## config.mk

```make
export PLATFORM = sky130hd
export DESIGN_NAME = block_table_heap_allocator_top
export DESIGN_NICKNAME = d
export VERILOG_FILES = /design/src/sv/bth_pkg.sv /design/src/sv/bth_ram.sv /design/src/sv/bth_ctrl.sv /design/src/sv/block_table_heap_allocator_top.sv
export SDC_FILE = /design/constraint.sdc
export NUM_CORES = 2
export LEC_CHECK = 0
export BUFFER_PORTS_ARGS = -buffer_cell sky130_fd_sc_hd__buf_2
export CAP_MARGIN = 15
export CORE_AREA = 2 2 378 380
export CTS_CLUSTER_DIAMETER = 150
export DETAILED_ROUTE_END_ITERATION = 16
export DIE_AREA = 0 0 380 382
export GPL_TIMING_DRIVEN = 0
export PLACE_DENSITY = 0.69
export SETUP_SLACK_MARGIN = 0.02
export SLEW_MARGIN = 20
export SYNTH_ARGS = -nofsm -noshare
export SYNTH_HDL_FRONTEND = slang
export SYNTH_SLANG_ARGS = --single-unit
```

## constraint.sdc

```tcl
create_clock -name clk_i -period 9.1 [get_ports clk_i]
set_clock_uncertainty 0.05 [all_clocks]
set_input_delay 1.82 -clock clk_i [delete_from_list [all_inputs] [get_ports clk_i]]
set_output_delay 1.82 -clock clk_i [all_outputs]
set_load 0.01 [all_outputs]
```

## src/sv/bth_pkg.sv

```systemverilog
`timescale 1ns / 1ps
// ----------------------------------------------------------------------------
// bth_pkg
// shared types and constants of the block table heap allocator
// ----------------------------------------------------------------------------
package bth_pkg;

  localparam int TABLE_DEPTH = 16;
  localparam int ADDR_W      = 39;
  localparam int IDX_W       = (TABLE_DEPTH > 1) ? $clog2(TABLE_DEPTH) : 1;
  localparam int CNT_W       = $clog2(TABLE_DEPTH + 1);
  localparam int TDATA_W     = ((ADDR_W + 7) / 8) * 8;

  typedef enum logic {
    OP_ALLOC = 1'b0,
    OP_FREE  = 1'b1
  } opcode_e;

  typedef enum logic [1:0] {
    STAT_OK        = 2'd0,
    STAT_FULL      = 2'd1,
    STAT_NOT_FOUND = 2'd2
  } status_e;

  typedef enum logic [2:0] {
    S_INIT,
    S_IDLE,
    S_SCAN,
    S_MISS,
    S_DONE
  } state_e;

  // one row of the block table
  typedef struct packed {
    logic              free;
    logic [ADDR_W-1:0] size;
    logic [ADDR_W-1:0] address;
  } entry_t;

  localparam int ENTRY_W = $bits(entry_t);

  typedef struct packed {
    logic             we;
    logic [IDX_W-1:0] waddr;
    entry_t           wdata;
    logic [IDX_W-1:0] raddr;
  } ram_req_t;

  typedef struct packed {
    logic [ADDR_W-1:0] addr;
    status_e           status;
  } result_t;

endpackage

```

## src/sv/bth_ram.sv

```systemverilog
`timescale 1ns / 1ps
// ----------------------------------------------------------------------------
// bth_ram
// simple dual port ram, one write and one registered read per cycle
// ----------------------------------------------------------------------------
module bth_ram #(
  parameter int DATA_W = 8,
  parameter int DEPTH  = 16,
  parameter int AW     = (DEPTH > 1) ? $clog2(DEPTH) : 1
) (
  input  logic              clk_i,
  input  logic              we_i,
  input  logic [AW-1:0]     waddr_i,
  input  logic [DATA_W-1:0] wdata_i,
  input  logic [AW-1:0]     raddr_i,
  output logic [DATA_W-1:0] rdata_o
);

  logic [DATA_W-1:0] mem [DEPTH];
  logic [DATA_W-1:0] rdata_q;

  always_ff @(posedge clk_i) begin
    if (we_i) begin
      mem[waddr_i] <= wdata_i;
    end
  end

  always_ff @(posedge clk_i) begin
    rdata_q <= mem[raddr_i];
  end

  assign rdata_o = rdata_q;

endmodule

```

## src/sv/bth_ctrl.sv

```systemverilog
`timescale 1ns / 1ps
// ----------------------------------------------------------------------------
// bth_ctrl
// request sequencer: scans the block table, updates it and forms the result
// ----------------------------------------------------------------------------
module bth_ctrl import bth_pkg::*; (
  input  logic              clk_i,
  input  logic              rst_ni,
  input  logic [ADDR_W-1:0] heap_base_i,
  input  logic              in_valid_i,
  output logic              in_ready_o,
  input  opcode_e           in_opcode_i,
  input  logic [ADDR_W-1:0] in_operand_i,
  output logic              res_valid_o,
  input  logic              res_ready_i,
  output result_t           res_o,
  output ram_req_t          ram_req_o,
  input  entry_t            ram_rdata_i
);

  state_e            state_q, state_d;
  opcode_e           op_q, op_d;
  logic [ADDR_W-1:0] operand_q, operand_d;
  logic [IDX_W-1:0]  idx_q, idx_d;
  logic [CNT_W-1:0]  count_q, count_d;
  logic [ADDR_W-1:0] heap_end_q, heap_end_d;
  result_t           res_q, res_d;

  logic hit;
  logic last;
  logic full;

  assign full   = (count_q == CNT_W'(TABLE_DEPTH));
  assign last   = ((CNT_W'(idx_q) + CNT_W'(1)) == count_q);

  always_comb begin
    if (op_q == OP_ALLOC) begin
      hit = ram_rdata_i.free && (ram_rdata_i.size >= operand_q);
    end else begin
      hit = (ram_rdata_i.address == operand_q);
    end
  end

  // next state
  always_comb begin
    state_d = state_q;
    unique case (state_q)
      S_INIT: state_d = S_IDLE;
      S_IDLE: begin
        if (in_valid_i) begin
          state_d = (count_q == '0) ? S_MISS : S_SCAN;
        end
      end
      S_SCAN: begin
        if (hit) begin
          state_d = S_DONE;
        end else if (last) begin
          state_d = S_MISS;
        end
      end
      S_MISS: state_d = S_DONE;
      S_DONE: begin
        if (res_ready_i) begin
          state_d = S_IDLE;
        end
      end
      default: state_d = S_IDLE;
    endcase
  end

  // outputs and datapath
  always_comb begin
    in_ready_o      = 1'b0;
    res_valid_o     = 1'b0;
    op_d            = op_q;
    operand_d       = operand_q;
    idx_d           = idx_q;
    count_d         = count_q;
    heap_end_d      = heap_end_q;
    res_d           = res_q;
    ram_req_o       = '0;
    ram_req_o.raddr = '0;
    unique case (state_q)
      S_INIT: begin
        heap_end_d = heap_base_i;
      end
      S_IDLE: begin
        in_ready_o = 1'b1;
        if (in_valid_i) begin
          op_d      = in_opcode_i;
          operand_d = in_operand_i;
          idx_d     = '0;
        end
      end
      S_SCAN: begin
        // read of the next entry overlaps the compare of this one
        ram_req_o.raddr = idx_q + IDX_W'(1);
        if (hit) begin
          ram_req_o.we            = 1'b1;
          ram_req_o.waddr         = idx_q;
          ram_req_o.wdata         = ram_rdata_i;
          ram_req_o.wdata.free    = (op_q == OP_FREE);
          res_d.status            = STAT_OK;
          res_d.addr              = (op_q == OP_ALLOC) ? ram_rdata_i.address : '0;
        end else begin
          idx_d = idx_q + IDX_W'(1);
        end
      end
      S_MISS: begin
        res_d.addr = '0;
        if (op_q == OP_FREE) begin
          res_d.status = STAT_NOT_FOUND;
        end else if (full) begin
          res_d.status = STAT_FULL;
        end else begin
          ram_req_o.we            = 1'b1;
          ram_req_o.waddr         = count_q[IDX_W-1:0];
          ram_req_o.wdata.free    = 1'b0;
          ram_req_o.wdata.size    = operand_q;
          ram_req_o.wdata.address = heap_end_q;
          count_d                 = count_q + CNT_W'(1);
          heap_end_d              = heap_end_q + operand_q;
          res_d.addr              = heap_end_q;
          res_d.status            = STAT_OK;
        end
      end
      S_DONE: begin
        res_valid_o = 1'b1;
      end
      default: ;
    endcase
  end

  always_ff @(posedge clk_i or negedge rst_ni) begin
    if (!rst_ni) begin
      state_q <= S_INIT;
      count_q <= '0;
    end else begin
      state_q <= state_d;
      count_q <= count_d;
    end
  end

  always_ff @(posedge clk_i) begin
    op_q       <= op_d;
    operand_q  <= operand_d;
    idx_q      <= idx_d;
    heap_end_q <= heap_end_d;
    res_q      <= res_d;
  end

  assign res_o = res_q;

endmodule

```

## src/sv/block_table_heap_allocator_top.sv

```systemverilog
`timescale 1ns / 1ps
// ----------------------------------------------------------------------------
// block_table_heap_allocator_top
// first-fit heap allocator over a small block table
// ----------------------------------------------------------------------------
// Handles one request at a time. An allocate or free walks the block table
// from entry 0, comparing one entry per cycle from a memory whose read is
// pipelined against the compare, and stops at the first hit or after the
// last valid entry. The result sits in an output register, so the next
// request is taken while it waits. After reset the block loads the heap end
// from heap_base in its init state before it accepts a request; a heap_base
// write changes only the register, and reset clears that register along
// with the table.
module block_table_heap_allocator_top import bth_pkg::*; (
  input  logic               clk_i,
  input  logic               rst_ni,
  input  logic               cfg_we_i,
  input  logic [ADDR_W-1:0]  cfg_wdata_i,
  input  logic               s_axis_tvalid,
  output logic               s_axis_tready,
  input  logic [TDATA_W-1:0] s_axis_tdata,   // [38:0] operand
  input  logic               s_axis_tuser,   // [0] opcode
  output logic               m_axis_tvalid,
  input  logic               m_axis_tready,
  output logic [TDATA_W-1:0] m_axis_tdata,   // [38:0] block_address
  output logic [1:0]         m_axis_tuser    // [1:0] status
);

  logic [ADDR_W-1:0] heap_base_q;
  logic              out_valid_q;
  result_t           out_q;
  logic              res_valid;
  logic              res_ready;
  result_t           res;
  ram_req_t          ram_req;
  logic [ENTRY_W-1:0] ram_rdata;

  always_ff @(posedge clk_i or negedge rst_ni) begin
    if (!rst_ni) begin
      heap_base_q <= '0;
    end else if (cfg_we_i) begin
      heap_base_q <= cfg_wdata_i;
    end
  end

  bth_ctrl u_ctrl (
    .clk_i        (clk_i),
    .rst_ni       (rst_ni),
    .heap_base_i  (heap_base_q),
    .in_valid_i   (s_axis_tvalid),
    .in_ready_o   (s_axis_tready),
    .in_opcode_i  (opcode_e'(s_axis_tuser)),
    .in_operand_i (s_axis_tdata[ADDR_W-1:0]),
    .res_valid_o  (res_valid),
    .res_ready_i  (res_ready),
    .res_o        (res),
    .ram_req_o    (ram_req),
    .ram_rdata_i  (entry_t'(ram_rdata))
  );

  bth_ram #(
    .DATA_W (ENTRY_W),
    .DEPTH  (TABLE_DEPTH)
  ) u_ram (
    .clk_i   (clk_i),
    .we_i    (ram_req.we),
    .waddr_i (ram_req.waddr),
    .wdata_i (ram_req.wdata),
    .raddr_i (ram_req.raddr),
    .rdata_o (ram_rdata)
  );

  // output word register
  assign res_ready = !out_valid_q || m_axis_tready;

  always_ff @(posedge clk_i or negedge rst_ni) begin
    if (!rst_ni) begin
      out_valid_q <= 1'b0;
    end else if (res_ready) begin
      out_valid_q <= res_valid;
    end
  end

  always_ff @(posedge clk_i) begin
    if (res_ready && res_valid) begin
      out_q <= res;
    end
  end

  assign m_axis_tvalid = out_valid_q;
  assign m_axis_tdata  = TDATA_W'(out_q.addr);
  assign m_axis_tuser  = out_q.status;

endmodule

```

# Word level (Yosys, flattened, before mapping)
# Memories as Yosys holds them, arrays and structs flattened. A register that Yosys moved wholly into a read port is not among the register bits.
# Index checks and enable logic that the tools add are counted.
dict set report totals {
  output_inout_bits 44
  n_memories 1
  ff_bits 213
  in_bits 85
  mem_bits_rw 1264
  elab_cells 78
}
dict set report op_classes {
  addsub 4
  n_lt_le_gt_ge 1
  muxes 29
  n_bitwise 2
  n_reduce_logical 15
  n_eq_ne 14
}
# memory depth width rd rd_clocked_by_memory_dff wr line_no
set memory_table {}
lappend memory_table {u_ram.mem 16 79 1 1 1 bth_ram.sv:19} ;# logic [DATA_W-1:0] mem [DEPTH];
# operator count
set ops {}
lappend ops {{2-to-1 mux 84 bit} 3}
lappend ops {{2-to-1 mux 39 bit} 5}
lappend ops {{one-hot mux 84 bit (2 select lines)} 1}
lappend ops {{one-hot mux 41 bit (2 select lines)} 1}
lappend ops {{one-hot mux 39 bit (2 select lines)} 1}
lappend ops {{2-to-1 mux 41 bit} 1}
lappend ops {{adder 39 bit} 1}
lappend ops {{equality test 39 bit} 1}
lappend ops {{greater-or-equal comparator 39 bit} 1}
lappend ops {{2-to-1 mux 3 bit} 4}
lappend ops {{2-to-1 mux 4 bit} 3}
lappend ops {{one-hot mux 3 bit (4 select lines)} 1}
lappend ops {{AND reduction 3 bit} 4}
lappend ops {{inequality test 2 bit, second input constant} 5}
lappend ops {{one-hot mux 4 bit (2 select lines)} 1}
lappend ops {{2-to-1 mux 1 bit} 7}
lappend ops {{equality test 3 x 2 -> 1 bit, second input constant} 2}
lappend ops {{nonzero test 2 bit} 3}
lappend ops {{adder 4 x 1 -> 5 bit, second input constant} 1}
lappend ops {{adder 5 x 1 -> 5 bit, second input constant} 1}
lappend ops {{equality test 5 bit} 1}
lappend ops {{equality test 5 bit, second input constant} 1}
lappend ops {{logical NOT 5 bit} 1}
lappend ops {{adder 4 x 1 -> 4 bit, second input constant} 1}
lappend ops {{other kinds (11)} 14}

# Longest topological paths before layout
dict set report logic_depth {
  depth_word 7
  depth_mapped 12
  depth_no_buf 12
}

# By module
# Synthesis repeated with hierarchy kept, for this count alone.
dict set report unflattened {
  cells_unflattened 3118
  area_unflattened_um2 61357.6
}
# module seq_area_each_um2 area_each_um2 cells_each n_inst
set by_module_without_submodules {}
lappend by_module_without_submodules {bth_ram 39537.9 48883.1 2028 1}
lappend by_module_without_submodules {bth_ctrl 3923.8 9694.3 961 1}
lappend by_module_without_submodules {block_table_heap_allocator_top 2232.1 2780.2 129 1}

# Least setup slack after synthesis
# No wires, ideal clock.
dict set report synth_timing {
  kind {register -> register}
  startpoint {reg u_ctrl.operand_q[20]}
  endpoint {mem u_ram.mem[0][0] in the netlist's numbering, enable pin}
  arrival_time_ns 8.010
  stages_incl_launch_ff 12
  period_less_slack_ns 8.689
  setup_slack_ns 0.411
  required_ns 8.420
  path_buffers 0
  setup_time_ns 0.630
  path_cell_list {edfxtp_1 -> inv_1 -> ha_1 -> a21o_1 -> a21o_1 -> a221oi_1 -> o21ai_1 -> a22o_1 -> nor3_4 -> nor2_2 -> a22oi_2 -> nor3b_1}
}
dict set report synth_between {
  elab_chain_cells 7
  elab_cells_between_ends 8
  classes_between {order compare: 1; eq/ne: 1; mux: 5; reduce/logical: 1}
}
# item line_no
set synth_lines {}
lappend synth_lines {{start: declaration} bth_ctrl.sv:23} ;# logic [ADDR_W-1:0] operand_q, operand_d;
lappend synth_lines {{start signal: assignment} bth_ctrl.sv:146} ;# operand_q <= operand_d;
lappend synth_lines {{greater-or-equal comparator 39 bit} bth_ctrl.sv:38} ;# hit = ram_rdata_i.free && (ram_rdata_i.size >= operand_q);
lappend synth_lines {{logical AND 1 bit} bth_ctrl.sv:38}
lappend synth_lines {{2-to-1 mux 1 bit (*)} bth_ctrl.sv:37} ;# if (op_q == OP_ALLOC) begin
lappend synth_lines {{2-to-1 mux 84 bit (*)} bth_ctrl.sv:98} ;# if (hit) begin
lappend synth_lines {{one-hot mux 84 bit (2 select lines) (*)} bth_ctrl.sv:83} ;# unique case (state_q)
lappend synth_lines {{2-to-1 mux 1 bit} bth_ram.sv:23} ;# if (we_i) begin
lappend synth_lines {{2-to-1 mux 1 bit (implied by the code)} bth_ram.sv:24} ;# mem[waddr_i] <= wdata_i;
lappend synth_lines {{end: declaration} bth_ram.sv:19}
# Mark *: on every way between the ends. The rest lies on a longest branch, timed or not.

# Worst setup path in the final report
dict set report layout_timing {
  startpoint {reg u_ctrl.operand_q[11]}
  endpoint {mem u_ram.mem[1][34] in the netlist's numbering, enable pin}
}
# The elaborated chain is that of the path after synthesis.

==> flow_metrics.env <==
export IMPL_status="complete, no violations"
export IMPL_synth_flop_cell="edfxtp_1"
export IMPL_rr_worst_depth=16
export IMPL_gp_routability_congestion=0.971
export IMPL_drt_iter0_markers=5173
export IMPL_rrSetupSlack_ns=3.30
export IMPL_critPathMostFrequentCell="buf_4"
export IMPL_finalSetupViolations=0
export IMPL_yosys_area_top_type="edfxtp_1"
export IMPL_detail_route_vias_per_cell=6.05
export IMPL_synth_nets=4645
export IMPL_drc=0
export IMPL_grt_busiest_layer="met2"
export IMPL_finalCriticalPeriod_ns=5.80
export IMPL_endpoint="u_ram.mem[1][34]$_DFFE_PP_"
export IMPL_cp_cell_sequence="inv_1, ha_1, nand4_1, nor4_1, a221oi_1, o21ai_1, a22o_1, nor3_4, nor2_2, buf_2, a32oi_1, nor3b_2, buf_4, buf_4, buf_4, buf_4"
export IMPL_synth_top_cell_area_share_pct=67.8
export IMPL_met2_usage_pct=39.4
export IMPL_antenna_found_initial=14
export IMPL_clockBufferDepth=3
export IMPL_grt_pass1_vias=40200
export IMPL_whs_path_depth=0
export IMPL_vias=41900
export IMPL_synth_distinct_cells=74
export IMPL_rsz0062_at_grt="false"
export IMPL_dp_cells=6620
export IMPL_drive_above_1_share_pct=12.3
export IMPL_synth_area_sq_um=63300
export IMPL_grtUsageMet1_pct=35.5
export IMPL_route_detailed_wl_per_inst_um=27.3
export IMPL_async_reset_ff_share_pct=3.08
export IMPL_critPathLaunch="u_ctrl.operand_q[11]$_DFFE_PP_"
export IMPL_critPathSlowestCell="nor3b_2"
export IMPL_fin_ws_ns=3.30
export IMPL_cts_root_buf="clkbuf_16"
export IMPL_cts_sinks=1556
export IMPL_final_instance_count_excl_fill=6926
export IMPL_critical_path_max_stage_delay_ns=0.80
export IMPL_grt_usage_pct=25.5
export IMPL_ant_nets=0
export IMPL_r2r_end="u_ram.mem[1][34]$_DFFE_PP_"
export IMPL_io_buffers=125
export IMPL_synth_common_cells="edfxtp_1, nand2_1, a211oi_1"
export IMPL_nNetsFinal=5055
export IMPL_drtPass1Iterations=6
export IMPL_p_total_mw=21.0
export IMPL_final_seq_area_sq_um=45700
export IMPL_syn_inst=4479
export IMPL_fin_crit_sh_pct=63.7
export IMPL_max_slew_margin_rel_pct=21.5
export IMPL_arrival_ns=6.24
export IMPL_ios=129
export IMPL_avgSynthCellArea_sq_um=14.1
export IMPL_start_util_pct=44.9
export IMPL_path_max_fanout=10
export IMPL_required_ns=9.54
export IMPL_dieHeight_um=382
export IMPL_die_x_um=380
export IMPL_cts_max_level=4
export IMPL_cts_resized=0
export IMPL_drv_cap=0
export IMPL_max_slew_worst_pin_slew_ns=1.18
export IMPL_clock_latency_ns=0.80
export IMPL_coreArea_sq_um=141000
export IMPL_irDropWorstVdd_v=0.000179
export IMPL_dp_hpwl_mm=138
export IMPL_critPathLaunchType="flip-flop"
export IMPL_leakage_nw=24.9
export IMPL_maxSlewViolCount=0
export IMPL_synth_area_top_cells="edfxtp_1, a211oi_1, nand2_1"
export IMPL_holdBufCountCts=0
export IMPL_numCtsBuffers=157
export IMPL_yosysMostFrequentCell="edfxtp_1"
export IMPL_final_hold_viol_count=0
export IMPL_grt_ovfl_total=0
export IMPL_ys_seq_area_share_pct=72.2
export IMPL_synth_seq_cells=1556
export IMPL_grt_pass1_wl_mm=271
export IMPL_hold_class="flip-flop to flip-flop"
export IMPL_multiInputGateArea_sq_um=16200
export IMPL_post_cts_buffers=0
export IMPL_area_growth_synth_to_final_pct=15.9
export IMPL_place_ws_ns=3.49
export IMPL_grt_max_degree=49
export IMPL_wirelength_mm=189
export IMPL_die_area_sq_um=145000
export IMPL_power_density_nw_per_um2=287
export IMPL_fillerInstances=11600
export IMPL_placed_cell_area_sq_um=68100
export IMPL_stdcell_area_sq_um=73300
export IMPL_fmax_mhz=173
export IMPL_use_met3_pct=5.26
export IMPL_cts_tree="built"
export IMPL_synth_edf_count=1429
export IMPL_crit_type="flip-flop to flip-flop"
export IMPL_end_kind="flip-flop"
export IMPL_clk_pin_slew_ns=0.06
export IMPL_rows=138
export IMPL_yosys_warnings=0
export IMPL_rr_startpoint="u_ctrl.operand_q[11]$_DFFE_PP_"
## critical path, delay by kind of cell, from the launching register on
| family | cells | cell delay [ns] |
|---|---|---|
| compound gates | 4 | 0.76 |
| flops | 1 | 0.77 |
| simple gates | 5 | 1.77 |
| buf+inv | 6 | 1.73 |
| fa+ha+maj | 1 | 0.38 |
## power breakdown
group | switching (mW) | internal, mW | leakage [nW]
Sequential | 0.619 | 8.74 | 14.5
Combinational | 3.49 | 1.70 | 7.86
Clock | 2.76 | 3.72 | 2.51
Total | 6.87 | 14.2 | 24.9
## state kept, by name (all words and copies together), names as in the netlist, 2 cells and up
name and count:
heap_base_q 39, m_axis_tdata 39, m_axis_tuser 2, u_ctrl.count_q 5, u_ctrl.heap_end_q 39, u_ctrl.idx_q 4
u_ctrl.operand_q 39, u_ctrl.res_o 41, u_ctrl.state_q 3, u_ram.mem 1264, u_ram.rdata_o 79
## area by class of cell
type,instances,area share [%]
antenna,17,0.0580
buffer,314,1.72
clock buffer,222,6.03
clock inverter,67,1.02
inverter,60,0.307
multi-input combinational,2549,22.1
sequential,1556,62.3
tap,1890,3.23
timing repair buffer,251,3.16
## worst min path at each step
stage	slack [ns]	to	from
3_3_place_gp	0.35	m_axis_tdata[0]$_DFFE_PP_	u_ctrl.res_o[2]$_DFFE_PP_
5_1_grt	0.37	m_axis_tdata[10]$_DFFE_PP_	u_ctrl.res_o[12]$_DFFE_PP_
2_1_floorplan	0.35	m_axis_tdata[0]$_DFFE_PP_	u_ctrl.res_o[2]$_DFFE_PP_
6_report	0.36	m_axis_tdata[12]$_DFFE_PP_	u_ctrl.res_o[14]$_DFFE_PP_
3_5_place_dp	0.35	m_axis_tdata[10]$_DFFE_PP_	u_ctrl.res_o[12]$_DFFE_PP_
4_1_cts	0.37	m_axis_tdata[12]$_DFFE_PP_	u_ctrl.res_o[14]$_DFFE_PP_
## layout by cell type (no fill, tap or decap), types with 24 or more instances in the layout
master,Yosys,routed
a21o_1,24,24
a22o_1,121,121
a21oi_1,201,201
o21ai_0,48,48
edfxtp_1,1429,1429
buf_4,1,79
a211oi_1,402,402
dfxtp_1,79,79
xnor2_1,64,64
clkbuf_16,0,162
ha_1,80,80
inv_1,60,60
buf_2,35,159
a31oi_1,168,168
and2_1,326,325
clkbuf_1,260,286
dfrtp_1,48,48
a311oi_1,159,159
mux2_2,40,40
nor2_1,37,26
buf_12,0,25
nand4_1,24,24
nand2_1,696,696
## per-stage QoR
| step | hold WS [ns] | utilization, % | TNS [ns] |
|---|---|---|---|
| floorplan | 0.350 | - | 0 |
| global placement | 0.354 | 47.0 | -4063.77 |
| detailed placement | 0.355 | 48.3 | 0 |
| CTS | 0.366 | 52.0 | 0 |
| global route | 0.374 | 52.0 | 0 |
| finish | 0.363 | 52.0 | 0 |
## metal layers
layer | vias to the layer above | routed length [um]
met2 | 2310 | 85800
met5 | - | 21
met3 | 344 | 19200
met1 | 21100 | 77100
met4 | 4 | 6640
li1 | 18200 | -
## cell families after synthesis
family	count (synthesis)	synth area share, %
buf+inv	374	2.31
other cells	1	0.00593
fa+ha+maj	81	1.61
compound gates	1188	13.5
xor+xnor	79	1.09
mux	40	0.712
flops	1556	72.2
simple gates	1160	8.58
Power figures use the tool's default switching activity.
